==> src/hw/rtl/ssd_pkg.sv <==
// Shared types, codes and the glyph table of the seven-segment line driver.
`default_nettype none
package ssd_pkg;

  localparam int MAX_DIGITS = 8;
  localparam int DOTPOSITION = 7;
  localparam int GLYPH_COUNT = 69;
  localparam int GLYPH_IDX_W = $clog2(GLYPH_COUNT);
  localparam int MIRROR_W = 64;
  localparam int CNT_W = $clog2(MIRROR_W + 1);
  localparam int NDIG_W = $clog2(MAX_DIGITS + 1);

  // input kinds
  localparam logic [2:0] KIND_PRINT   = 3'd0;
  localparam logic [2:0] KIND_RAW_LAT = 3'd1;
  localparam logic [2:0] KIND_RAW_UNL = 3'd2;
  localparam logic [2:0] KIND_CLEAR   = 3'd3;
  localparam logic [2:0] KIND_DOTS    = 3'd4;
  localparam logic [2:0] KIND_REFRESH = 3'd5;

  // dot modes
  localparam logic [1:0] DOT_CLEAR = 2'd1;
  localparam logic [1:0] DOT_SET   = 2'd2;

  // queued back-end operations
  localparam logic [1:0] OP_PUSH    = 2'd0;
  localparam logic [1:0] OP_CLEAR   = 2'd1;
  localparam logic [1:0] OP_DOTS    = 2'd2;
  localparam logic [1:0] OP_REFRESH = 2'd3;

  localparam logic [3:0] LINE_LENGTH_RST = 4'd8;

  typedef struct packed {
    logic [2:0] kind;
    logic [7:0] code;
    logic [1:0] dot_mode;
  } in_item_t;

  typedef struct packed {
    logic data_bit;
    logic latch_after;
    logic last;
  } out_item_t;

  typedef struct packed {
    logic [1:0]        op;
    logic [7:0]        data;    // segment byte or dot mask
    logic              latch;
    logic [NDIG_W-1:0] ndig;    // digits for a clear, 1..MAX_DIGITS
  } cmd_t;

  typedef struct packed {
    logic valid;
    cmd_t cmd;
  } q_head_t;

  localparam logic [7:0] GLYPHS [GLYPH_COUNT] = '{
    8'hC8, 8'h0A, 8'h7F, 8'h6E, 8'h99, 8'h3F, 8'h00, 8'h16, 8'h4C, 8'h2B, 8'h49, 8'h40,
    8'h01, 8'h80, 8'h19, 8'h7E, 8'h48, 8'h3D, 8'h6D, 8'h4B, 8'h67, 8'h77, 8'h4C, 8'h7F,
    8'h6F, 8'h81, 8'hC0, 8'h39, 8'h21, 8'h63, 8'h9D, 8'h5D,
    8'h5F, 8'h73, 8'h31, 8'h79, 8'h37, 8'h17, 8'h76, 8'h53, 8'h12, 8'h78, 8'h3B, 8'h32,
    8'h5E, 8'h51, 8'h71, 8'h1F, 8'h4F, 8'h57, 8'h66, 8'h4C, 8'h70, 8'h2A, 8'h7A, 8'h5B,
    8'h6B, 8'h3C,
    8'h36, 8'h43, 8'h6C, 8'h0E, 8'h20, 8'h08, 8'h27, 8'h5A, 8'h2D, 8'h75, 8'h0F
  };

  function automatic logic [7:0] encode_char(input logic [7:0] ch);
    logic [7:0] c;
    logic [7:0] toggle;
    logic [7:0] idx;
    logic [7:0] res;
    c      = {1'b0, ch[6:0]};
    toggle = {ch[7], 7'b0};
    if (c > 8'd96) begin
      if (c > 8'd122) begin
        c = c + 8'd6;
      end
      c = c - 8'd32;
    end
    idx = c - 8'd33;
    if (idx >= 8'(GLYPH_COUNT)) begin
      idx = 8'(GLYPH_COUNT - 1);
    end
    if (ch[6:0] == 7'd10) begin
      res = 8'h00;
    end else if (ch[6:0] < 7'd33) begin
      res = 8'hFF ^ toggle;
    end else begin
      res = GLYPHS[idx[GLYPH_IDX_W-1:0]] ^ toggle;
    end
    return res;
  endfunction

endpackage
`default_nettype wire

==> src/hw/rtl/ssd_front.sv <==
// Front end: accepts items, encodes characters and queues back-end commands.
`default_nettype none
module ssd_front (
  input  wire logic             clk,
  input  wire logic             rst_n,
  input  wire logic             in_valid,
  output logic                  in_stall,
  input  wire ssd_pkg::in_item_t in_data,
  input  wire logic             cfg_valid,
  output logic                  cfg_ready,
  input  wire logic [3:0]       cfg_data,
  input  wire logic             q_full,
  output logic                  q_push,
  output ssd_pkg::cmd_t         q_cmd
);

  logic [3:0] line_length_r;
  logic [3:0] line_length_nxt;
  logic [7:0] ch;
  logic       accept;

  assign cfg_ready = 1'b1;
  assign in_stall  = q_full;
  assign accept    = in_valid && !q_full;

  assign line_length_nxt = (cfg_valid && cfg_ready) ? cfg_data : line_length_r;

  always_ff @(posedge clk) begin
    if (!rst_n) begin
      line_length_r <= ssd_pkg::LINE_LENGTH_RST;
    end else begin
      line_length_r <= line_length_nxt;
    end
  end

  always_comb begin
    unique case (in_data.dot_mode)
      ssd_pkg::DOT_CLEAR: ch = {1'b0, in_data.code[6:0]};
      ssd_pkg::DOT_SET:   ch = {1'b1, in_data.code[6:0]};
      default:            ch = in_data.code;
    endcase
  end

  always_comb begin
    q_cmd.op    = ssd_pkg::OP_PUSH;
    q_cmd.data  = in_data.code;
    q_cmd.latch = 1'b1;
    if (line_length_r == 4'd0) begin
      q_cmd.ndig = ssd_pkg::NDIG_W'(1);
    end else if (line_length_r > 4'(ssd_pkg::MAX_DIGITS)) begin
      q_cmd.ndig = ssd_pkg::NDIG_W'(ssd_pkg::MAX_DIGITS);
    end else begin
      q_cmd.ndig = ssd_pkg::NDIG_W'(line_length_r);
    end
    q_push = accept;
    unique case (in_data.kind)
      ssd_pkg::KIND_PRINT:   q_cmd.data = ssd_pkg::encode_char(ch);
      ssd_pkg::KIND_RAW_LAT: q_cmd.op = ssd_pkg::OP_PUSH;
      ssd_pkg::KIND_RAW_UNL: q_cmd.latch = 1'b0;
      ssd_pkg::KIND_CLEAR:   q_cmd.op = ssd_pkg::OP_CLEAR;
      ssd_pkg::KIND_DOTS:    q_cmd.op = ssd_pkg::OP_DOTS;
      ssd_pkg::KIND_REFRESH: q_cmd.op = ssd_pkg::OP_REFRESH;
      default:               q_push = 1'b0;  // unused kinds are dropped
    endcase
  end

endmodule
`default_nettype wire

==> src/hw/rtl/ssd_queue.sv <==
// Two-entry command queue between the front and back ends.
`default_nettype none
module ssd_queue (
  input  wire logic           clk,
  input  wire logic           rst_n,
  input  wire logic           push,
  input  wire ssd_pkg::cmd_t  push_cmd,
  output logic                full,
  input  wire logic           pop,
  output ssd_pkg::q_head_t    head
);

  ssd_pkg::cmd_t mem_r [2];
  logic       wr_ptr_r, wr_ptr_nxt;
  logic       rd_ptr_r, rd_ptr_nxt;
  logic [1:0] count_r, count_nxt;
  logic       do_push, do_pop;

  assign full       = (count_r == 2'd2);
  assign do_push    = push && !full;
  assign do_pop     = pop && (count_r != 2'd0);
  assign head.valid = (count_r != 2'd0);
  assign head.cmd   = mem_r[rd_ptr_r];

  assign wr_ptr_nxt = do_push ? ~wr_ptr_r : wr_ptr_r;
  assign rd_ptr_nxt = do_pop ? ~rd_ptr_r : rd_ptr_r;
  assign count_nxt  = count_r + {1'b0, do_push} - {1'b0, do_pop};

  always_ff @(posedge clk) begin
    if (!rst_n) begin
      wr_ptr_r <= 1'b0;
      rd_ptr_r <= 1'b0;
      count_r  <= 2'd0;
    end else begin
      wr_ptr_r <= wr_ptr_nxt;
      rd_ptr_r <= rd_ptr_nxt;
      count_r  <= count_nxt;
    end
  end

  always_ff @(posedge clk) begin
    if (do_push) begin
      mem_r[wr_ptr_r] <= push_cmd;
    end
  end

endmodule
`default_nettype wire

==> src/hw/rtl/ssd_back.sv <==
// Back end: display mirror, bit serializer and output register.
`default_nettype none
module ssd_back (
  input  wire logic              clk,
  input  wire logic              rst_n,
  input  wire ssd_pkg::q_head_t  head,
  output logic                   pop,
  output logic                   out_valid,
  input  wire logic              out_stall,
  output ssd_pkg::out_item_t     out_data
);

  localparam int W = ssd_pkg::MIRROR_W;
  localparam int CW = ssd_pkg::CNT_W;

  logic [W-1:0]       mirror_r, mirror_nxt;
  logic [W-1:0]       sh_r, sh_nxt;
  logic [CW-1:0]      cnt_r, cnt_nxt;
  logic               latch_r, latch_nxt;
  logic               out_valid_r, out_valid_nxt;
  ssd_pkg::out_item_t out_r, out_nxt;
  logic [W-1:0]       dots_word;
  logic [CW-1:0]      clear_bits;
  logic               busy, load_out, end_bit;

  assign busy       = (cnt_r != '0);
  assign pop        = head.valid && !busy;
  assign load_out   = busy && (!out_valid_r || !out_stall);
  assign end_bit    = (cnt_r == CW'(1));
  assign clear_bits = CW'({head.cmd.ndig, 3'b000});
  assign out_valid  = out_valid_r;
  assign out_data   = out_r;

  always_comb begin
    dots_word = mirror_r;
    for (int i = 0; i < 8; i++) begin
      dots_word[8 * i + ssd_pkg::DOTPOSITION] = head.cmd.data[i];
    end
  end

  always_comb begin
    mirror_nxt    = mirror_r;
    sh_nxt        = sh_r;
    cnt_nxt       = cnt_r;
    latch_nxt     = latch_r;
    out_valid_nxt = out_valid_r && out_stall;
    out_nxt       = out_r;
    if (pop) begin
      unique case (head.cmd.op)
        ssd_pkg::OP_PUSH: begin
          mirror_nxt = {mirror_r[W-9:0], head.cmd.data};
          sh_nxt     = {head.cmd.data, {(W-8){1'b0}}};
          cnt_nxt    = CW'(8);
          latch_nxt  = head.cmd.latch;
        end
        ssd_pkg::OP_CLEAR: begin
          mirror_nxt = mirror_r << clear_bits;
          sh_nxt     = '0;
          cnt_nxt    = clear_bits;
          latch_nxt  = 1'b1;
        end
        ssd_pkg::OP_DOTS: begin
          mirror_nxt = dots_word;
          sh_nxt     = dots_word;
          cnt_nxt    = CW'(W);
          latch_nxt  = 1'b1;
        end
        ssd_pkg::OP_REFRESH: begin
          sh_nxt    = mirror_r;
          cnt_nxt   = CW'(W);
          latch_nxt = 1'b1;
        end
      endcase
    end
    if (load_out) begin
      out_nxt.data_bit    = sh_r[W-1];
      out_nxt.last        = end_bit;
      out_nxt.latch_after = end_bit && latch_r;
      out_valid_nxt       = 1'b1;
      sh_nxt              = {sh_r[W-2:0], 1'b0};
      cnt_nxt             = cnt_r - CW'(1);
    end
  end

  always_ff @(posedge clk) begin
    if (!rst_n) begin
      mirror_r    <= '0;
      cnt_r       <= '0;
      out_valid_r <= 1'b0;
    end else begin
      mirror_r    <= mirror_nxt;
      cnt_r       <= cnt_nxt;
      out_valid_r <= out_valid_nxt;
    end
  end

  always_ff @(posedge clk) begin
    sh_r    <= sh_nxt;
    latch_r <= latch_nxt;
    out_r   <= out_nxt;
  end

endmodule
`default_nettype wire

==> src/hw/rtl/seven_segment_serial_line_driver.sv <==
// Top level of the seven-segment serial line driver.
// An accepted transaction, when the back end is idle, is written to the queue
//   entry, popped into the serializer, then loaded into the output register.
// Throughput: one serial bit per clock from the back-end serializer while not
//   stalled; a byte command is 8 bits, a clear 8*digits, dots-only and refresh 64.
// The two-entry queue lets the front take transactions while bits go out.
// Reset (rst_n low, synchronous): mirror zero, line_length 8, queue empty.
`default_nettype none
module seven_segment_serial_line_driver (
  input  wire logic               clk,
  input  wire logic               rst_n,
  // input transaction channel
  input  wire logic               in_valid,
  output logic                    in_stall,
  input  wire ssd_pkg::in_item_t  in_data,
  // serial bit channel
  output logic                    out_valid,
  input  wire logic               out_stall,
  output ssd_pkg::out_item_t      out_data,
  // line_length register write
  input  wire logic               cfg_valid,
  output logic                    cfg_ready,
  input  wire logic [3:0]         cfg_data
);

  logic             q_full;
  logic             q_push;
  logic             q_pop;
  ssd_pkg::cmd_t    q_cmd;
  ssd_pkg::q_head_t q_head;

  // Front: classifies the transaction, encodes print characters through the
  // glyph table, saturates the clear length, drops unused kinds.
  ssd_front u_front (
    .clk       (clk),
    .rst_n     (rst_n),
    .in_valid  (in_valid),
    .in_stall  (in_stall),
    .in_data   (in_data),
    .cfg_valid (cfg_valid),
    .cfg_ready (cfg_ready),
    .cfg_data  (cfg_data),
    .q_full    (q_full),
    .q_push    (q_push),
    .q_cmd     (q_cmd)
  );

  // Short command queue; the front stalls only when it is full.
  ssd_queue u_queue (
    .clk      (clk),
    .rst_n    (rst_n),
    .push     (q_push),
    .push_cmd (q_cmd),
    .full     (q_full),
    .pop      (q_pop),
    .head     (q_head)
  );

  // Back: updates the 64-bit mirror in command order and shifts bits out
  // MSB first; the last bit of a command carries last and its latch flag.
  ssd_back u_back (
    .clk       (clk),
    .rst_n     (rst_n),
    .head      (q_head),
    .pop       (q_pop),
    .out_valid (out_valid),
    .out_stall (out_stall),
    .out_data  (out_data)
  );

endmodule
`default_nettype wire
==> config.mk <==
export PLATFORM = sky130hd
export DESIGN_NAME = seven_segment_serial_line_driver
export DESIGN_NICKNAME = d
export VERILOG_FILES = /design/src/hw/rtl/ssd_pkg.sv /design/src/hw/rtl/ssd_front.sv /design/src/hw/rtl/ssd_queue.sv /design/src/hw/rtl/ssd_back.sv /design/src/hw/rtl/seven_segment_serial_line_driver.sv
export SDC_FILE = /design/constraint.sdc
export NUM_CORES = 1
export LEC_CHECK = 0
export ABC_AREA = 1
export ABC_CLOCK_PERIOD_IN_PS = 3710
export BUFFER_PORTS_ARGS = -buffer_cell sky130_fd_sc_hd__buf_2
export CAP_MARGIN = 20
export CORE_ASPECT_RATIO = 0.5
export CORE_MARGIN = 2
export CORE_UTILIZATION = 37
export CTS_BUF_LIST = sky130_fd_sc_hd__clkbuf_4 sky130_fd_sc_hd__clkbuf_8
export DETAILED_ROUTE_END_ITERATION = 8
export GPL_TIMING_DRIVEN = 0
export PLACE_DENSITY = 0.51
export SLEW_MARGIN = 10
export SYNTH_ARGS = -nofsm -noshare
export SYNTH_HDL_FRONTEND = slang
export SYNTH_SLANG_ARGS = --single-unit
==> constraint.sdc <==
create_clock -name clk -period 3.71 [get_ports clk]
set_input_delay 0.1855 -clock clk [delete_from_list [all_inputs] [get_ports clk]]
set_output_delay 0.1855 -clock clk [all_outputs]
set_load 0.1 [all_outputs]
# Word level (Yosys, flattened, before mapping)
# Memory sizes are Yosys's and may differ from the RTL's. A register that Yosys moved wholly into a read port is not among the register bits.
# Cells that the tools add are included.
# op_classes
n_addsub,6
n_lt_le_gt_ge,6
eq_ne,13
shift,1
muxes,31
bitwise,6
reduce_logical,25
# op_table
op,n
$pmux 64 s4,1
$pmux 64 s3,1
$mux 64,2
$mux 8,10
$shl 64x7->64,1
$mux 7,4
$pmux 7 s3,1
$pmux 8 s2,1
$sub 8x6->8 const B,2
$gt 7x7->1 const B,2
$add 7x3->8 const B,1
$eq 2x2->1 const B,4
$ge 8x7->1 const B,1
$ge 8x8->1 const B,1
$mux 4,2
$not 7->8,1
$not 8->8,1
$xor 8x8->8,1
$eq 7x1->1 const B,1
$eq 7x4->1 const B,1
$logic_and 1x1->1,7
$lt 7x6->1 const B,1
$mux 1,7
$reduce_bool 7->1,1
other kinds (23),33
# totals
reg_bits,148
ramBits,30
romBits,1024
input_bits,22
output_inout_bits,6
wordCells,104
n_memories,2
# memory_table
memory,depth,width,read_ports,rd_clocked_by_memory_dff,wr,line,source
(name not given),128,8,1,0,0,ssd_pkg.sv:89,res = GLYPHS[idx[GLYPH_IDX_W-1:0]] ^ toggle;
u_queue.mem_r,2,15,1,1,1,ssd_queue.sv:13,ssd_pkg::cmd_t mem_r [2];

# Logic depth before layout (Yosys ltp)
# logic_depth
word_depth,21
depth_mapped,31
depth_no_buf,30

# Modules after synthesis
# From an unflattened synthesis, not the netlist that was laid out.
# unflattened
cells_unflattened,1735
hier_area_um2,11858.9
# by_module_without_submodules
mod,instances,cells_each,area_per_inst_um2
ssd_back,1,1272,8448.1
ssd_front,1,378,2024.4
ssd_queue,1,85,1386.3

# Worst setup path before layout
# OpenSTA, ideal clock, no wires.
# synth_timing
kind,input -> register
from,in in_data[3] (netlist name)
to,mem u_queue.mem_r[0][10] (netlist name) (data pin)
t_arrival_ns,3.133
required_ns,3.454
slack_ns,0.320
path_stages,28
n_path_buf,1
cell_sequence,inv_1 > ha_1 > nor2_2 > nand3_4 > o21ai_0 > ha_1 > nand3_1 > nand2_1 > inv_1 > nor2_1 > nand3b_1 > nand3b_1 > nand2_4 > buf_6 > nand3_4 > ha_1 > inv_1 > nand4_2 > nand2_1 > inv_1 > nand2_1 > nand2_1 > nand2_1 > nand3_1 > nand2_1 > nand2_1 > nand2_1 > nand2_1
# synth_rtl
item,line,source
"start, declared",seven_segment_serial_line_driver.sv:15,"input wire ssd_pkg::in_item_t in_data,"
"end, declared",ssd_queue.sv:13,

==> results.toml <==
[final_layout]
stdcell_count = 1918
nNetsFinal = 1559
final_cell_mix = "nand2_1, o21ai_0, inv_1"
diodes = 0
syn2layout_area_growth_pct = 11.7
drive_gt1_share_pct = 8.84
layout_commonest_cell = "nand2_1"
final_area_um2 = 12100

[place]
place_area_um2 = 11500
hpwl_um = 32000
portBuffers = 25
dpl_worst_slack_ns = -0.514
dp_cells = 1873
place_congestion = 0.925

[logic_synthesis]
synth_nets = 1501
ys.flop_type = "edfxtp_1"
syn_area_per_cell_um2 = 7.47
yosysSeqAreaShare_pct = 41.9
yosysTopAreaCellShare_pct = 26.8
yosysTopAreaCell = "edfxtp_1"
synth-edff-count = 97
async_flop_share_pct = 0
syn_inst = 1456
synth_top_cells_by_area = "edfxtp_1, dfxtp_1, nand2_1, o21ai_0, a21oi_1"
synth_area_um2 = 10900
synth_cell_types = 56
ys_seq_elements = 179
yosysWarnings = 0

[setup_path]
r2r_slack_ns = 0.30
slowest_stage = "clkbuf_1"
cp_cell_sequence = "buf_2 -> inv_1 -> or2_2 -> nand2_1 -> clkbuf_1 -> clkbuf_1 -> nand2_1 -> o21ai_0 -> o21ai_0 -> nor2_1 -> o221ai_1 -> inv_1"
critical_path_required_ns = 4.16
endpoint_kind = "register"
path_class = "register to register"
cp_max_fo = 10
worstPathArrival_ns = 3.86
cpPeakStageDelay_ns = 0.53
start_kind = "register"

[sta]
hold_viol = 0
min_period_ns = 3.41
tightest_slew_ns = 0.930
slew_viol_final = 0
setup_ws_ns = 0.303
finalSetupViolCount = 0
relSlewSlack_pct = 38.0
fin_crit_sh_pct = 91.8
fin_skew_ns = 0.0181
hold_slack_ns = 0.0568
fmax_mhz = 294

[floorplanning]
rows = 44
dieArea_um2 = 30900
floorplan.initialDensity_pct = 37.6
die_w_um = 246
num_io_pins = 28
coreArea_um2 = 29000
die-height_um = 125

[power_and_ir_drop]
p_per_area_nw_per_um2 = 780
p_leak_nw = 4.68
peakVddDrop_mv = 0.520
p_total_mw = 9.47

[cts]
cts-htree-levels = 4
clkSlewWorstSetupHoldPaths_ns = 0.09
cts_tree = "done"
clockBufferDepth = 2
cts_buffers = 17
clkSinkCount = 179
clk_latency_ns = 0.52
cts-root-buf = "clkbuf_8"

[min_path]
min_path_type = "primary input to register"

[grt]
grt_usage_pct = 27.2
grt_antenna_before_repair = 1
grt_pass1_vias = 9975
grt_max_degree = 67
gr-total-overflow = 0
grt_pass1_wl_um = 62600

[routing]
route.vias.total = 10594
drtIter0Drc = 1207
wl_per_cell_um = 21.6
drtPass1Iterations = 5
avgViaCountPerCell = 5.52
totalWireLength_um = 41500
ant_nets = 0
drc_errors = 0

[flow_run]
maxCapViolations = 0

[status]
status = "finished, final reports clean"
per-layer routing:
layer  routed length [um]  vias up  global-route usage, %
met2                17300      415                   39.9
met3                 3400       43                   6.70
met4                  756        0                   6.80
li1                     -     5104                      -
met1                20000     5032                   39.8
met5                    0        -                      0
registers in the layout (all words and copies together), names as in the netlist, named ones only:
name / count
u_queue.rd_ptr_r: 1
u_back.out_valid: 1
u_back.cnt_r: 7
u_back.sh_r: 64
u_front.line_length_r: 4
u_queue.mem_r: 30
u_back.out_data: 3
u_queue.wr_ptr_r: 1
u_back.mirror_r: 64
u_back.latch_r: 1
u_queue.count_r: 2
repair_timing:
| action | 4_1_cts | 5_1_grt |
|---|---|---|
| hold buffers | 9 | 0 |
| gates cloned | 0 | 0 |
| hold endpoints to repair | 7 | 0 |
| gates resized for setup | 6 | 16 |
| setup endpoints to repair | 90 | 84 |
| setup buffers | 1 | 3 |
| pin swaps | 0 | 3 |
through the flow:
step | utilization, % | TNS, ns
final | 41.9 | 0
after global routing | 41.9 | -0.0157
after CTS | 41.7 | 0
after detailed placement | 39.8 | -24.84
after global placement | 39.7 | -30.46
after floorplan | - | 0
worst max-delay path: cells and delay by family (launching register included):
family / cells / cell delay (ns)
buf+inv: 5 / 1.32
simple gates: 4 / 0.92
compound gates: 3 / 0.81
flops: 1 / 0.31
path summary, 6_finish.rpt:
check                       start              endpoint  depth (start not counted)
setup / recovery         register   u_back.mirror_r[51]                         12
hold / removal         in_data[9]  u_queue.mem_r[1][12]                          3
setup reg to reg         register   u_back.mirror_r[51]                         12
hold reg to reg   u_back.sh_r[63]    u_back.out_data[2]                          0
power breakdown:
part	switching (mW)	internal [mW]	leakage, nW	total, mW
clock network	0.763	0.759	0.224	1.52
registers	0.317	2.98	1.65	3.30
logic	3.51	1.14	2.81	4.64
total	4.59	4.88	4.68	9.46
cell families (layout without fill, tap and decap cells):
kind of cell             after synthesis  after routing  synth area share [%]
adder cells (fa/ha/maj)               23             23                  2.65
AND/OR/NAND/NOR                      561            561                  22.3
other                                  1              1                0.0345
XOR/XNOR                               3              3                 0.311
multiplexers                           7              7                 0.644
flip-flops                           179            179                  41.9
AO/OA/AOI/OAI                        429            429                  22.9
buffers and inverters                253            324                  9.31
area by class of cell:
| class | instances | area [um2] |
|---|---|---|
| Clock buffer | 19 | 255 |
| Buffer | 86 | 393 |
| Clock inverter | 13 | 178 |
| Inverter | 167 | 637 |
| Multi-Input combinational cell | 1024 | 5360 |
| Sequential cell | 179 | 4550 |
| Tap cell | 391 | 489 |
| Timing Repair Buffer | 39 | 273 |
| Fill cell | 3111 | 16800 |
synthesized netlist by cell type (8+ instances only):
master and instances:
a31oi_1 9, a221oi_1 30, o221ai_1 17, dfxtp_1 82
o211ai_1 18, inv_2 8, nand2_1 348, edfxtp_1 97
nor2_1 93, nand3_1 69, a21oi_1 117, or2_2 9
ha_1 23, a211oi_1 8, o21ai_0 196, inv_1 156
clkbuf_1 72
Power figures use the tool's default switching activity.
